--- src/hw/rtl/btdp_pkg.sv ---
// shared types and constants for the box table direction probe
package btdp_pkg;

   // request function codes
   typedef enum logic [2:0] {
      FN_ADD     = 3'd0,
      FN_REMOVE  = 3'd1,
      FN_CLEAR   = 3'd2,
      FN_RAY     = 3'd3,
      FN_CONTACT = 3'd4
   } func_type;

   // sequencer states
   typedef enum logic [2:0] {
      ST_IDLE,
      ST_SCAN,
      ST_FIN,
      ST_RESP
   } state_type;

   localparam int COORD_W  = 16;
   localparam int SIZE_W   = 12;
   localparam int SPAN_W   = 19;
   localparam int SLOT_IDX_W = 8;
   localparam int DIRS     = 4;

   // one stored box
   typedef struct packed {
      logic [7:0]               id;
      logic signed [COORD_W-1:0] x;
      logic signed [COORD_W-1:0] y;
      logic [SIZE_W-1:0]         size;
      logic                      blk;
      logic                      dmg;
      logic [7:0]                damage;
      logic [7:0]                owner;
   } entry_type;

   // overlap unit result: per direction step window, per axis overlap
   typedef struct packed {
      logic [DIRS-1:0][SPAN_W-1:0] lo;
      logic [DIRS-1:0][SPAN_W-1:0] hi;
      logic                        x_ok;
      logic                        y_ok;
   } ovl_type;

   // table update controls
   typedef struct packed {
      logic                  clr_all;
      logic                  clr_one;
      logic [SLOT_IDX_W-1:0] clr_idx;
      logic                  wr_en;
      logic [SLOT_IDX_W-1:0] wr_idx;
      entry_type             wr_entry;
   } store_ctl_type;

endpackage

--- src/hw/rtl/btdp_ifs.sv ---
// channel interfaces for requests, responses and the config register
interface btdp_req_if;
   logic              valid;
   logic              ready;
   logic [2:0]        func;
   logic [7:0]        pawn_id;
   logic signed [15:0] pos_x;
   logic signed [15:0] pos_y;
   logic [11:0]       box_size;
   logic              is_blocking;
   logic              does_damage;
   logic [7:0]        damage_amount;
   logic [7:0]        owner_id;
   logic              takes_damage;
   logic [7:0]        reach;
   modport source (output valid, func, pawn_id, pos_x, pos_y, box_size, is_blocking,
                   does_damage, damage_amount, owner_id, takes_damage, reach,
                   input ready);
   modport sink (input valid, func, pawn_id, pos_x, pos_y, box_size, is_blocking,
                 does_damage, damage_amount, owner_id, takes_damage, reach,
                 output ready);
endinterface

interface btdp_rsp_if;
   logic        valid;
   logic        ready;
   logic        left_blocked;
   logic        right_blocked;
   logic        up_blocked;
   logic        down_blocked;
   logic [7:0]  left_steps;
   logic [7:0]  right_steps;
   logic [7:0]  up_steps;
   logic [7:0]  down_steps;
   logic [15:0] damage_total;
   logic        status;
   modport source (output valid, left_blocked, right_blocked, up_blocked, down_blocked,
                   left_steps, right_steps, up_steps, down_steps, damage_total,
                   status, input ready);
   modport sink (input valid, left_blocked, right_blocked, up_blocked, down_blocked,
                 left_steps, right_steps, up_steps, down_steps, damage_total,
                 status, output ready);
endinterface

interface btdp_csr_if;
   logic       valid;
   logic       ready;
   logic [7:0] contact_offset;
   modport source (output valid, contact_offset, input ready);
   modport sink (input valid, contact_offset, output ready);
endinterface

--- src/hw/rtl/btdp_overlap.sv ---
// shared overlap unit: step windows of one stored box against the caller box
module btdp_overlap
   import btdp_pkg::*;
(
   input  logic signed [COORD_W-1:0] px,
   input  logic signed [COORD_W-1:0] py,
   input  logic [SIZE_W-1:0]         size,
   input  entry_type                 ent,
   output ovl_type                   ovl
);
   logic signed [COORD_W:0] dx;
   logic signed [COORD_W:0] dy;
   logic [COORD_W:0]        adx;
   logic [COORD_W:0]        ady;
   logic [SIZE_W:0]         sum;
   logic [SIZE_W-1:0]       half;
   logic signed [SPAN_W-1:0] h_s;
   logic signed [SPAN_W-1:0] d_s [DIRS];

   // distances, half of the size sum and axis overlap
   always_comb begin
      dx   = (COORD_W+1)'(px) - (COORD_W+1)'(ent.x);
      dy   = (COORD_W+1)'(py) - (COORD_W+1)'(ent.y);
      adx  = dx[COORD_W] ? (COORD_W+1)'(-dx) : dx;
      ady  = dy[COORD_W] ? (COORD_W+1)'(-dy) : dy;
      sum  = (SIZE_W+1)'(size) + (SIZE_W+1)'(ent.size);
      half = sum[SIZE_W:1];
      h_s  = SPAN_W'(half);
      d_s[0] = SPAN_W'(dx);
      d_s[1] = -SPAN_W'(dx);
      d_s[2] = SPAN_W'(dy);
      d_s[3] = -SPAN_W'(dy);
      ovl.x_ok = adx <= (COORD_W+1)'(half);
      ovl.y_ok = ady <= (COORD_W+1)'(half);
      for (int d = 0; d < DIRS; d++) begin
         ovl.lo[d] = d_s[d] - h_s;
         ovl.hi[d] = d_s[d] + h_s;
      end
   end
endmodule

--- src/hw/rtl/btdp_slot_store.sv ---
// box table: valid flags in flops, box fields in a registered-read memory
module btdp_slot_store
   import btdp_pkg::*;
#(
   parameter int TABLE_DEPTH = 32
)(
   input  logic                           clock,
   input  logic                           reset,
   input  logic [$clog2(TABLE_DEPTH)-1:0] rd_idx,
   output entry_type                      rd_entry,
   output logic [TABLE_DEPTH-1:0]         valid,
   input  store_ctl_type                  ctl
);
   localparam int IDX_W = $clog2(TABLE_DEPTH);

   logic [TABLE_DEPTH-1:0] valid_ff;
   entry_type              slot_mem_ff [TABLE_DEPTH];
   entry_type              rd_entry_ff;

   // valid flags
   always_ff @(posedge clock) begin
      if (reset) begin
         valid_ff <= '0;
      end else if (ctl.clr_all) begin
         valid_ff <= '0;
      end else begin
         if (ctl.clr_one) valid_ff[ctl.clr_idx[IDX_W-1:0]] <= 1'b0;
         if (ctl.wr_en)   valid_ff[ctl.wr_idx[IDX_W-1:0]]  <= 1'b1;
      end
   end

   // field memory
   always_ff @(posedge clock) begin
      if (ctl.wr_en) slot_mem_ff[ctl.wr_idx[IDX_W-1:0]] <= ctl.wr_entry;
      rd_entry_ff <= slot_mem_ff[rd_idx];
   end

   assign rd_entry = rd_entry_ff;
   assign valid    = valid_ff;
endmodule

--- src/hw/rtl/box_table_direction_probe.sv ---
// box table with directional ray and contact probes, top level
// add, remove, ray and contact scan every table entry before the response; clear and
// unknown functions skip the scan
// one request at a time, a new one accepted only in idle; the scan reads one
// table entry per cycle through the shared overlap unit
// reset: synchronous, empties the table and sets contact_offset to 5; no clearing pass
module box_table_direction_probe
   import btdp_pkg::*;
#(
   parameter int TABLE_DEPTH = 32,
   parameter int MAX_REACH   = 255
)(
   input logic        clock,
   input logic        reset,
   btdp_req_if.sink   req_ch,
   btdp_rsp_if.source rsp_ch,
   btdp_csr_if.sink   csr_ch
);
   localparam int IDX_W = $clog2(TABLE_DEPTH);
   localparam logic [IDX_W-1:0] LAST_IDX = IDX_W'(TABLE_DEPTH - 1);
   localparam logic [11:0] MAX_REACH_W = 12'(MAX_REACH);

   state_type state_ff, state_in;
   logic [2:0] func_ff, func_in;
   logic [7:0] pid_ff, pid_in;
   logic signed [COORD_W-1:0] px_ff, px_in, py_ff, py_in;
   logic [SIZE_W-1:0] size_ff, size_in;
   entry_type new_ff, new_in;
   logic takes_ff, takes_in;
   logic [7:0] reach_ff, reach_in;
   logic [7:0] offset_ff, offset_in;
   logic [IDX_W-1:0] idx_ff, idx_in, p_idx_ff, p_idx_in;
   logic issue_ff, issue_in, p_vld_ff, p_vld_in;
   logic [DIRS-1:0] blk_ff, blk_in;
   logic [7:0] steps_ff [DIRS];
   logic [7:0] steps_in [DIRS];
   logic [15:0] total_ff, total_in;
   logic status_ff, status_in;
   logic match_ff, match_in, free_ff, free_in;
   logic [IDX_W-1:0] match_idx_ff, match_idx_in, free_idx_ff, free_idx_in;
   logic rsp_valid_ff, rsp_valid_in;
   logic [DIRS-1:0] rsp_blk_ff, rsp_blk_in;
   logic [7:0] rsp_steps_ff [DIRS];
   logic [7:0] rsp_steps_in [DIRS];
   logic [15:0] rsp_total_ff, rsp_total_in;
   logic rsp_status_ff, rsp_status_in;

   entry_type rd_entry;
   logic [TABLE_DEPTH-1:0] valid;
   store_ctl_type ctl;
   ovl_type ovl;

   logic req_fire;
   logic [7:0] reach_eff;
   logic ent_vld, same_id, ovl0;
   logic [16:0] dmg_sum;
   logic signed [SPAN_W-1:0] lo_s, hi_s, cand_s, off_s, reach_s;
   logic perp, ray_hit, con_hit;

   btdp_slot_store #(.TABLE_DEPTH(TABLE_DEPTH)) u_store (
      .clock    (clock),
      .reset    (reset),
      .rd_idx   (idx_ff),
      .rd_entry (rd_entry),
      .valid    (valid),
      .ctl      (ctl)
   );

   btdp_overlap u_overlap (
      .px   (px_ff),
      .py   (py_ff),
      .size (size_ff),
      .ent  (rd_entry),
      .ovl  (ovl)
   );

   // handshakes and response port
   assign req_ch.ready = (state_ff == ST_IDLE);
   assign csr_ch.ready = 1'b1;
   assign req_fire     = req_ch.valid && req_ch.ready;
   assign rsp_ch.valid         = rsp_valid_ff;
   assign rsp_ch.left_blocked  = rsp_blk_ff[0];
   assign rsp_ch.right_blocked = rsp_blk_ff[1];
   assign rsp_ch.up_blocked    = rsp_blk_ff[2];
   assign rsp_ch.down_blocked  = rsp_blk_ff[3];
   assign rsp_ch.left_steps    = rsp_steps_ff[0];
   assign rsp_ch.right_steps   = rsp_steps_ff[1];
   assign rsp_ch.up_steps      = rsp_steps_ff[2];
   assign rsp_ch.down_steps    = rsp_steps_ff[3];
   assign rsp_ch.damage_total  = rsp_total_ff;
   assign rsp_ch.status        = rsp_status_ff;

   // reach clamp
   assign reach_eff = ({4'b0, req_ch.reach} > MAX_REACH_W) ? MAX_REACH_W[7:0]
                                                           : req_ch.reach;

   // control state registers
   always_ff @(posedge clock) begin
      if (reset) begin
         state_ff     <= ST_IDLE;
         offset_ff    <= 8'd5;
         issue_ff     <= 1'b0;
         p_vld_ff     <= 1'b0;
         rsp_valid_ff <= 1'b0;
      end else begin
         state_ff     <= state_in;
         offset_ff    <= offset_in;
         issue_ff     <= issue_in;
         p_vld_ff     <= p_vld_in;
         rsp_valid_ff <= rsp_valid_in;
      end
   end

   // item and accumulator registers
   always_ff @(posedge clock) begin
      func_ff       <= func_in;
      pid_ff        <= pid_in;
      px_ff         <= px_in;
      py_ff         <= py_in;
      size_ff       <= size_in;
      new_ff        <= new_in;
      takes_ff      <= takes_in;
      reach_ff      <= reach_in;
      idx_ff        <= idx_in;
      p_idx_ff      <= p_idx_in;
      blk_ff        <= blk_in;
      steps_ff      <= steps_in;
      total_ff      <= total_in;
      status_ff     <= status_in;
      match_ff      <= match_in;
      free_ff       <= free_in;
      match_idx_ff  <= match_idx_in;
      free_idx_ff   <= free_idx_in;
      rsp_blk_ff    <= rsp_blk_in;
      rsp_steps_ff  <= rsp_steps_in;
      rsp_total_ff  <= rsp_total_in;
      rsp_status_ff <= rsp_status_in;
   end

   // sequencer: next state, scan datapath and outputs
   always_comb begin
      state_in = state_ff;
      func_in = func_ff; pid_in = pid_ff; px_in = px_ff; py_in = py_ff;
      size_in = size_ff; new_in = new_ff; takes_in = takes_ff; reach_in = reach_ff;
      offset_in = offset_ff;
      idx_in = idx_ff; issue_in = issue_ff;
      p_idx_in = idx_ff; p_vld_in = 1'b0;
      blk_in = blk_ff; steps_in = steps_ff; total_in = total_ff; status_in = status_ff;
      match_in = match_ff; free_in = free_ff;
      match_idx_in = match_idx_ff; free_idx_in = free_idx_ff;
      rsp_valid_in = rsp_valid_ff && !rsp_ch.ready;
      rsp_blk_in = rsp_blk_ff; rsp_steps_in = rsp_steps_ff;
      rsp_total_in = rsp_total_ff; rsp_status_in = rsp_status_ff;
      ctl = '0;
      ctl.wr_entry = new_ff;
      ent_vld = valid[p_idx_ff];
      same_id = rd_entry.id == pid_ff;
      ovl0 = ovl.x_ok && ovl.y_ok;
      dmg_sum = 17'(total_ff) + 17'(rd_entry.damage);
      off_s = SPAN_W'(offset_ff);
      reach_s = SPAN_W'(reach_ff);
      lo_s = '0; hi_s = '0; cand_s = '0; perp = 1'b0; ray_hit = 1'b0; con_hit = 1'b0;

      if (csr_ch.valid) offset_in = csr_ch.contact_offset;

      case (state_ff)
         ST_IDLE: begin
            if (req_fire) begin
               func_in  = req_ch.func;
               pid_in   = req_ch.pawn_id;
               px_in    = req_ch.pos_x;
               py_in    = req_ch.pos_y;
               size_in  = req_ch.box_size;
               takes_in = req_ch.takes_damage;
               reach_in = reach_eff;
               new_in.id     = req_ch.pawn_id;
               new_in.x      = req_ch.pos_x;
               new_in.y      = req_ch.pos_y;
               new_in.size   = req_ch.box_size;
               new_in.blk    = req_ch.is_blocking;
               new_in.dmg    = req_ch.does_damage;
               new_in.damage = req_ch.damage_amount;
               new_in.owner  = req_ch.owner_id;
               blk_in = '0; total_in = '0; status_in = 1'b0;
               match_in = 1'b0; free_in = 1'b0;
               for (int d = 0; d < DIRS; d++)
                  steps_in[d] = (req_ch.func == FN_RAY) ? reach_eff : 8'd0;
               idx_in = '0;
               if (req_ch.func == FN_ADD || req_ch.func == FN_REMOVE ||
                   req_ch.func == FN_RAY || req_ch.func == FN_CONTACT) begin
                  issue_in = 1'b1;
                  state_in = ST_SCAN;
               end else begin
                  ctl.clr_all = (req_ch.func == FN_CLEAR);
                  state_in = ST_RESP;
               end
            end
         end
         ST_SCAN: begin
            // issue side: one table read per cycle
            p_vld_in = issue_ff;
            if (issue_ff) begin
               if (idx_ff == LAST_IDX) issue_in = 1'b0;
               else idx_in = idx_ff + 1'b1;
            end
            // evaluate side: one entry per cycle
            if (p_vld_ff) begin
               case (func_ff)
                  FN_ADD: begin
                     if (ent_vld && same_id && !match_ff) begin
                        match_in = 1'b1; match_idx_in = p_idx_ff;
                     end
                     if (!ent_vld && !free_ff) begin
                        free_in = 1'b1; free_idx_in = p_idx_ff;
                     end
                  end
                  FN_REMOVE: begin
                     if (ent_vld && same_id) begin
                        ctl.clr_one = 1'b1;
                        ctl.clr_idx = SLOT_IDX_W'(p_idx_ff);
                     end
                  end
                  FN_RAY: begin
                     if (ent_vld && !same_id && rd_entry.blk) begin
                        for (int d = 0; d < DIRS; d++) begin
                           lo_s = $signed(ovl.lo[d]);
                           hi_s = $signed(ovl.hi[d]);
                           perp = (d < 2) ? ovl.y_ok : ovl.x_ok;
                           cand_s = lo_s[SPAN_W-1] ? '0 : lo_s;
                           ray_hit = perp && cand_s <= hi_s && cand_s < reach_s;
                           if (ray_hit) begin
                              blk_in[d] = 1'b1;
                              if (cand_s[7:0] < steps_in[d]) steps_in[d] = cand_s[7:0];
                           end
                        end
                     end
                  end
                  FN_CONTACT: begin
                     if (ent_vld && !same_id) begin
                        if (rd_entry.dmg && takes_ff && rd_entry.owner != pid_ff &&
                            ovl0) begin
                           total_in = dmg_sum[16] ? 16'hFFFF : dmg_sum[15:0];
                           ctl.clr_one = 1'b1;
                           ctl.clr_idx = SLOT_IDX_W'(p_idx_ff);
                        end else if (rd_entry.blk) begin
                           for (int d = 0; d < DIRS; d++) begin
                              lo_s = $signed(ovl.lo[d]);
                              hi_s = $signed(ovl.hi[d]);
                              perp = (d < 2) ? ovl.y_ok : ovl.x_ok;
                              con_hit = perp && lo_s <= off_s && off_s <= hi_s;
                              if (con_hit) blk_in[d] = 1'b1;
                           end
                        end
                     end
                  end
                  default: ;
               endcase
               if (p_idx_ff == LAST_IDX) state_in = ST_FIN;
            end
         end
         ST_FIN: begin
            // add commits to the matching slot, else the lowest free one
            if (func_ff == FN_ADD) begin
               if (match_ff) begin
                  ctl.wr_en = 1'b1;
                  ctl.wr_idx = SLOT_IDX_W'(match_idx_ff);
               end else if (free_ff) begin
                  ctl.wr_en = 1'b1;
                  ctl.wr_idx = SLOT_IDX_W'(free_idx_ff);
               end else begin
                  status_in = 1'b1;
               end
            end
            state_in = ST_RESP;
         end
         ST_RESP: begin
            if (!rsp_valid_ff || rsp_ch.ready) begin
               rsp_valid_in = 1'b1;
               rsp_blk_in = blk_ff;
               rsp_steps_in = steps_ff;
               rsp_total_in = total_ff;
               rsp_status_in = status_ff;
               state_in = ST_IDLE;
            end
         end
         default: state_in = ST_IDLE;
      endcase
   end

`ifndef SYNTHESIS
   // scan evaluates consecutive entries
   assert property (@(posedge clock) disable iff (reset)
      p_vld_ff && $past(p_vld_ff) |-> p_idx_ff == $past(p_idx_ff) + 1'b1)
      else $error("scan index skipped");

   // scan pipeline drained when committing
   assert property (@(posedge clock) disable iff (reset)
      state_ff == ST_FIN |-> !issue_ff && !p_vld_ff)
      else $error("scan still active at commit");

   // reported steps never exceed the reach
   assert property (@(posedge clock) disable iff (reset)
      state_ff == ST_FIN |-> steps_ff[0] <= reach_ff && steps_ff[1] <= reach_ff &&
                             steps_ff[2] <= reach_ff && steps_ff[3] <= reach_ff)
      else $error("step beyond reach");

   // a dropped add leaves the table untouched
   assert property (@(posedge clock) disable iff (reset)
      state_ff == ST_FIN && func_ff == FN_ADD && !match_ff && !free_ff |=>
      $stable(valid))
      else $error("dropped add changed table");
`endif
endmodule

--- src/flat_wrapper.sv ---
// flat-port wrapper written by rule: the top's interface ports become plain ports
module box_table_direction_probe_flat import btdp_pkg::*;
#(
   parameter int TABLE_DEPTH = 32,
   parameter int MAX_REACH   = 255
)
  (clock, reset, req_ch_valid, req_ch_func, req_ch_pawn_id, req_ch_pos_x, req_ch_pos_y, req_ch_box_size, req_ch_is_blocking, req_ch_does_damage, req_ch_damage_amount, req_ch_owner_id, req_ch_takes_damage, req_ch_reach, req_ch_ready, rsp_ch_valid, rsp_ch_left_blocked, rsp_ch_right_blocked, rsp_ch_up_blocked, rsp_ch_down_blocked, rsp_ch_left_steps, rsp_ch_right_steps, rsp_ch_up_steps, rsp_ch_down_steps, rsp_ch_damage_total, rsp_ch_status, rsp_ch_ready, csr_ch_valid, csr_ch_contact_offset, csr_ch_ready);
  btdp_req_if req_ch_i ();
  btdp_rsp_if rsp_ch_i ();
  btdp_csr_if csr_ch_i ();
  input logic clock;
  input logic reset;
  input wire logic [$bits(req_ch_i.valid)-1:0] req_ch_valid;
  input wire logic [$bits(req_ch_i.func)-1:0] req_ch_func;
  input wire logic [$bits(req_ch_i.pawn_id)-1:0] req_ch_pawn_id;
  input wire logic [$bits(req_ch_i.pos_x)-1:0] req_ch_pos_x;
  input wire logic [$bits(req_ch_i.pos_y)-1:0] req_ch_pos_y;
  input wire logic [$bits(req_ch_i.box_size)-1:0] req_ch_box_size;
  input wire logic [$bits(req_ch_i.is_blocking)-1:0] req_ch_is_blocking;
  input wire logic [$bits(req_ch_i.does_damage)-1:0] req_ch_does_damage;
  input wire logic [$bits(req_ch_i.damage_amount)-1:0] req_ch_damage_amount;
  input wire logic [$bits(req_ch_i.owner_id)-1:0] req_ch_owner_id;
  input wire logic [$bits(req_ch_i.takes_damage)-1:0] req_ch_takes_damage;
  input wire logic [$bits(req_ch_i.reach)-1:0] req_ch_reach;
  output wire logic [$bits(req_ch_i.ready)-1:0] req_ch_ready;
  output wire logic [$bits(rsp_ch_i.valid)-1:0] rsp_ch_valid;
  output wire logic [$bits(rsp_ch_i.left_blocked)-1:0] rsp_ch_left_blocked;
  output wire logic [$bits(rsp_ch_i.right_blocked)-1:0] rsp_ch_right_blocked;
  output wire logic [$bits(rsp_ch_i.up_blocked)-1:0] rsp_ch_up_blocked;
  output wire logic [$bits(rsp_ch_i.down_blocked)-1:0] rsp_ch_down_blocked;
  output wire logic [$bits(rsp_ch_i.left_steps)-1:0] rsp_ch_left_steps;
  output wire logic [$bits(rsp_ch_i.right_steps)-1:0] rsp_ch_right_steps;
  output wire logic [$bits(rsp_ch_i.up_steps)-1:0] rsp_ch_up_steps;
  output wire logic [$bits(rsp_ch_i.down_steps)-1:0] rsp_ch_down_steps;
  output wire logic [$bits(rsp_ch_i.damage_total)-1:0] rsp_ch_damage_total;
  output wire logic [$bits(rsp_ch_i.status)-1:0] rsp_ch_status;
  input wire logic [$bits(rsp_ch_i.ready)-1:0] rsp_ch_ready;
  input wire logic [$bits(csr_ch_i.valid)-1:0] csr_ch_valid;
  input wire logic [$bits(csr_ch_i.contact_offset)-1:0] csr_ch_contact_offset;
  output wire logic [$bits(csr_ch_i.ready)-1:0] csr_ch_ready;
  assign req_ch_i.valid = req_ch_valid;
  assign req_ch_i.func = req_ch_func;
  assign req_ch_i.pawn_id = req_ch_pawn_id;
  assign req_ch_i.pos_x = req_ch_pos_x;
  assign req_ch_i.pos_y = req_ch_pos_y;
  assign req_ch_i.box_size = req_ch_box_size;
  assign req_ch_i.is_blocking = req_ch_is_blocking;
  assign req_ch_i.does_damage = req_ch_does_damage;
  assign req_ch_i.damage_amount = req_ch_damage_amount;
  assign req_ch_i.owner_id = req_ch_owner_id;
  assign req_ch_i.takes_damage = req_ch_takes_damage;
  assign req_ch_i.reach = req_ch_reach;
  assign req_ch_ready = req_ch_i.ready;
  assign rsp_ch_valid = rsp_ch_i.valid;
  assign rsp_ch_left_blocked = rsp_ch_i.left_blocked;
  assign rsp_ch_right_blocked = rsp_ch_i.right_blocked;
  assign rsp_ch_up_blocked = rsp_ch_i.up_blocked;
  assign rsp_ch_down_blocked = rsp_ch_i.down_blocked;
  assign rsp_ch_left_steps = rsp_ch_i.left_steps;
  assign rsp_ch_right_steps = rsp_ch_i.right_steps;
  assign rsp_ch_up_steps = rsp_ch_i.up_steps;
  assign rsp_ch_down_steps = rsp_ch_i.down_steps;
  assign rsp_ch_damage_total = rsp_ch_i.damage_total;
  assign rsp_ch_status = rsp_ch_i.status;
  assign rsp_ch_i.ready = rsp_ch_ready;
  assign csr_ch_i.valid = csr_ch_valid;
  assign csr_ch_i.contact_offset = csr_ch_contact_offset;
  assign csr_ch_ready = csr_ch_i.ready;
  box_table_direction_probe #(.TABLE_DEPTH(TABLE_DEPTH), .MAX_REACH(MAX_REACH)) u_core (.clock(clock), .reset(reset), .req_ch(req_ch_i), .rsp_ch(rsp_ch_i), .csr_ch(csr_ch_i));
endmodule
--- config.mk ---
export PLATFORM = sky130hd
export DESIGN_NAME = box_table_direction_probe_flat
export DESIGN_NICKNAME = d
export VERILOG_FILES = /design/src/hw/rtl/btdp_pkg.sv /design/src/hw/rtl/btdp_ifs.sv /design/src/hw/rtl/btdp_overlap.sv /design/src/hw/rtl/btdp_slot_store.sv /design/src/hw/rtl/box_table_direction_probe.sv /design/src/flat_wrapper.sv
export SDC_FILE = /design/constraint.sdc
export NUM_CORES = 2
export LEC_CHECK = 0
export CAP_MARGIN = 20
export CORE_MARGIN = 5
export CORE_UTILIZATION = 40
export DETAILED_ROUTE_END_ITERATION = 12
export DONT_BUFFER_PORTS = 1
export PLACE_DENSITY = 0.59
export SLEW_MARGIN = 40
export SYNTH_ARGS = -nofsm -noshare
export SYNTH_HDL_FRONTEND = slang
export SYNTH_HIERARCHICAL = 1
export SYNTH_SLANG_ARGS = --single-unit
--- constraint.sdc ---
create_clock -name clock -period 7.55 [get_ports clock]
set_input_delay 1.1325 -clock clock [delete_from_list [all_inputs] [get_ports clock]]
set_output_delay 1.1325 -clock clock [all_outputs]
set_load 0.01 [all_outputs]
==> Word-level counts from Yosys, hierarchy flattened <==
Memories as Yosys holds them, arrays and structs flattened. A register that Yosys moved wholly into a read port is not among the register bits.
Cells that the tools add are included.
{ "totals": {"register_bits": 256, "latchBits": 0, "ram_bits": 2240, "romBits": 0, "input_bits": 95, "out_inout_bits": 56, "mem_count": 1} }
{ "memory_table": {"columns": ["name", "depth", "word_bits", "rd", "rd_clocked_by_memory_dff", "wr", "line_no", "rtl"], "rows": [
  ["u_core.u_store.slot_mem_ff", 32, 70, 1, 1, 1, "btdp_slot_store.sv:17", "entry_type slot_mem_ff [TABLE_DEPTH];"]
]} }
{ "classes": {"n_addsub": 17, "mul": 0, "n_div": 0, "order_cmp": 27, "n_eq_ne": 53, "n_shift": 0, "n_mux": 98, "bitwise_logic": 4, "n_reduce_logical": 65} }
{ "op_table": {"columns": ["cell", "n"], "rows": [
  ["$mux 32", 8],
  ["$mux 16", 6],
  ["$mux 9", 9],
  ["$lt 19x9->1", 4],
  ["$mux 18", 4],
  ["$mux 8", 9],
  ["$pmux 32 s2", 1],
  ["$reduce_and 10->1", 4],
  ["$add 19x13->19", 2],
  ["$le 19x18->1", 2],
  ["$le 19x19->1", 2],
  ["$le 19x9->1", 2],
  ["$le 9x19->1", 2],
  ["$ne 2x1->1 const B", 19],
  ["$neg 17->19", 2],
  ["$sub 19x13->19", 2],
  ["$add 17x13->18", 2],
  ["$le 18x9->1", 2],
  ["$le 9x18->1", 2],
  ["$sub 17x13->18", 2],
  ["$le 17x12->1", 2],
  ["$mux 17", 2],
  ["$neg 17->17", 2],
  ["$sub 16x16->17", 2],
  ["other kinds (44)", 170]
]} }

==> Depth between registers and ports, before layout <==
{ "depth": {"word_depth": 22, "mapped_depth": 34, "ltp_nobuf": 33} }

==> Modules after synthesis <==
Netlist, hierarchy kept.
{ "modules_own_cells": {"columns": ["mod", "instances", "cells_per_inst", "area_per_inst_um2", "seq_area_each_um2"], "rows": [
  ["btdp_slot_store", 1, 4233, 87756.7, 69306.5],
  ["box_table_direction_probe", 1, 1325, 14022.2, 6516.2],
  ["btdp_overlap", 1, 1179, 8494.4, 0.0]
]} }

==> Worst setup path before layout <==
No wires, ideal clock.
{ "synth_path": {"path_type": "flip-flop to flip-flop", "from": "register, netlist name u_core/ctl[46]", "to": "register u_core/steps_ff[16] (netlist name), enable pin", "setup_ps": 388, "arrival_ps": 7475, "slack_ps": -312, "path_stages_with_launch": 29, "synth_period_minus_slack_ps": 7862, "cell_sequence": "edfxtp_1 -> inv_1 -> ha_1 -> fa_1 -> xor2_1 -> inv_2 -> nor3_2 -> o211a_1 -> nor3b_1 -> nand2_1 -> xor2_1 -> ha_1 -> clkbuf_1 -> nor2_1 -> a21oi_1 -> o41ai_1 -> o41ai_1 -> nand2_1 -> o31ai_1 -> buf_1 -> nor2b_1 -> ha_1 -> and4_1 -> nand3_1 -> nor4_1 -> a21oi_1 -> a211oi_1 -> o21ai_0 -> o32ai_1"} }
{ "synth_lines": {"columns": ["element", "line_no", "rtl"], "rows": [
  ["end signal: assignment", "box_table_direction_probe.sv:127", "steps_ff <= steps_in;"],
  ["end: declaration", "box_table_direction_probe.sv:35", "logic [7:0] steps_ff [DIRS];"]
]} }

==> metrics.csv <==
stage,metric,value,unit
detailed_routing,WL final,331,mm
global_routing,GRT overflow,0,
die,core area,274000,um^2
clocking,cts bufs inserted,280,
clocking,clock root buffer master,clkbuf_16,
worst_setup_path,Crit path required time,8040,ps
die,full die area,286000,um^2
sta,Rel. slew slack,0.384,
sta,WHS,343,ps
sta,final worst setup slack,301,ps
placement,Post-Place Cells,10400,
layout,Reg area,75800,um^2
clocking,H-tree depth,5,
worst_setup_path,crit-path max cell delay,580,ps
die,die width,535,um
sta,TNS Setup,0,ps
die,I/O pin count,151,
sta,final period utilization,0.960,
clocking,TritonCTS clock tree,yes,
placement,IO buf count,0,
clocking,hold_buf cts,0,
worst_setup_path,crit-path leading delay family,compound AO/OA/AOI/OAI gates,
layout,combined area of the multi-input logic cells,32100,um^2
global_routing,vias in the first global route,61700,
detailed_routing,post-DR vias/cell,5.84,
logic_synthesis,cell area after synthesis,110000,um^2
placement,pre-CTS setup slack,271,ps
worst_setup_path,Crit path buffers/inverters,4,
layout,final net count,7462,
sta,worst-case clock skew,101,ps
sta,Final Hold Fails,0,
sta,"Slew Viols, Final",0,
run_status,status,finished clean,
clocking,Max Buffers Root-to-Sink,4,
worst_setup_path,reg2reg start,u_core/ctl[18],
sta,Worst-Margin Slew,921,ps
min_path,HP Start,reset,
worst_setup_path,Setup Crit Path Kind,register to register,
global_routing,first-pass GRT wire length,464,mm
detailed_routing,drc violations,0,
clocking,Clock Sinks,2565,
logic_synthesis,Syn Inst Count,6736,
placement,routability cong.,0.880,
worst_setup_path,Worst R2R End,u_core/steps_ff[11],
worst_setup_path,R2R Setup Slk,300,ps
clocking,Skew-Pair Late Insertion Delay,870,ps
clocking,Worst-path clk slew,60,ps
sta,clock period minus worst slack,7250,ps
worst_setup_path,CP Max Fanout,8,
layout,Final Non-Filler Cells,10900,
min_path,hold path cells,1,
placement,hpwl dp,195,mm
die,Core Rows,192,
logic_synthesis,YS warnings,6,
detailed_routing,Detailed Route Iter0 Violations,7690,
global_routing,largest net degree at the start of global routing,117,
detailed_routing,ANT nets after route,0,
worst_setup_path,Worst R2R Path Depth,24,
layout,Layout area overhead,13.5,%
worst_setup_path,crit path DAT,7740,ps
worst_setup_path,CP Depth,24,
sta,setup violators final,0,
detailed_routing,drt wl/cell,30.4,um
sta,Achievable Freq,138,MHz
flow_run,MaxCap Viol Count,0,
min_path,Min-Delay Path Class,input pin to register,
logic_synthesis,Mapped Nets,7202,
worst_setup_path,Worst Setup End Kind,register,
die,initial core utilization,0.402,
global_routing,Total GRT Usage,0.225,
die,Die Y,535,um
layout,Fillers,23400,
detailed_routing,vias after detailed routing,63700,
global_routing,initial antenna violation count,42,
worst_setup_path,crit start category,register,
min_path,Hold Path End,u_core/state_ff[1],
detailed_routing,DRT Pass-1 Iters,8,
logic_synthesis,Syn Area/Cell,16.4,um^2
layout,layout cells sized above 1,0.151,
worst_setup_path,critical path cell sequence,"and2_1, fa_1, xor2_1, inv_1, buf_4, fa_1, nor2b_1, o21ai_0, a21oi_1, o21ai_0, a21oi_1, o21ai_0, a21oi_1, o21a_1, nand3_1, xnor2_1, inv_1, ha_1, nand4_1, or4_4, a211o_1, a311o_1, a221oi_2, buf_4",
worst_setup_path,"Slowest-stage cell, CP",or4_4,
timing repair:
item | 4_1_cts | 5_1_grt
setup buffers | 0 | 1
setup endpoints to repair | 0 | 57
resized for setup | 0 | 13
layout by cell type, fill, tap and decap left out, types with 26 or more instances in the layout:
master	count
and2_1	27
buf_4	220
nor2_1	209
o21ai_0	129
dfxtp_1	119
o21bai_1	35
nor2b_1	113
clkbuf_1	74
nand4_1	100
ha_1	357
nor4_1	27
nor3_1	49
clkinv_1	39
a21oi_1	227
edfxtp_1	2445
clkbuf_16	286
nand2b_1	33
buf_6	28
a21o_1	34
xnor2_1	127
o21a_1	28
a22oi_1	346
a31oi_1	38
clkinv_2	34
inv_6	26
mux4_2	312
inv_1	254
mux2i_1	524
xor2_1	81
and3_1	28
a211oi_1	27
nand3_1	173
nand2_1	243
per-layer routing:
metal	share of wire	wire, um	up-vias	GRT usage
li1	-	-	27100	-
met1	0.43	141000	33100	0.323
met2	0.46	153000	2957	0.354
met3	0.086	28500	495	0.0411
met4	0.027	8870	14	0.0587
met5	0.00024	81	-	0
how the worst max path moves through the flow:
stage              startpoint                       end
5_1_grt        u_core/ctl[47]       u_core/steps_ff[18]
6_report       u_core/ctl[18]       u_core/steps_ff[11]
2_1_floorplan  u_core/ctl[18]       u_core/steps_ff[10]
4_1_cts        u_core/ctl[30]        u_core/steps_ff[6]
3_5_place_dp   u_core/ctl[46]  u_core/u_store/valid[18]
3_3_place_gp   u_core/ctl[19]       u_core/steps_ff[16]
metrics by stage:
stage,util,instance area [um^2]
after floorplan,-,110000
after global placement,0.421,116000
after detailed placement,0.423,116000
after CTS,0.455,125000
after global routing,0.457,125000
final,0.457,125000
flip-flops by register name (all words and copies together) (netlist names), 2 cells and up:
name	cells
u_core/ctl	70
u_core/u_store/valid	32
u_core/idx_ff	5
u_core/rsp_ch.up_steps	8
u_core/blk_ff	4
u_core/offset_ff	8
u_core/rsp_ch.left_steps	8
u_core/state_ff	2
u_core/steps_ff	32
u_core/u_store/slot_mem_ff	2240
u_core/rsp_ch.down_steps	8
u_core/reach_ff	8
u_core/func_ff	3
u_core/rsp_ch.damage_total	16
u_core/match_idx_ff	5
u_core/p_idx_ff	5
u_core/u_store/rd_entry	70
u_core/rsp_ch.right_steps	8
u_core/rsp_blk_ff	4
u_core/total_ff	16
u_core/free_idx_ff	5
final cells by class:
| cell class | instances | share of cell area |
|---|---|---|
| sequential | 2565 | 0.606 |
| clock inverter | 119 | 0.0101 |
| tap | 3686 | 0.0368 |
| clock buffer | 377 | 0.0613 |
| inverter | 290 | 0.0101 |
| multi-input combinational | 3589 | 0.257 |
| timing repair buffer | 270 | 0.0192 |
| antenna | 10 | 0.000200 |
Power is left out: the tool's default activity adds up to more than one toggle a clock period on the data nets, which glitch-free logic cannot reach.
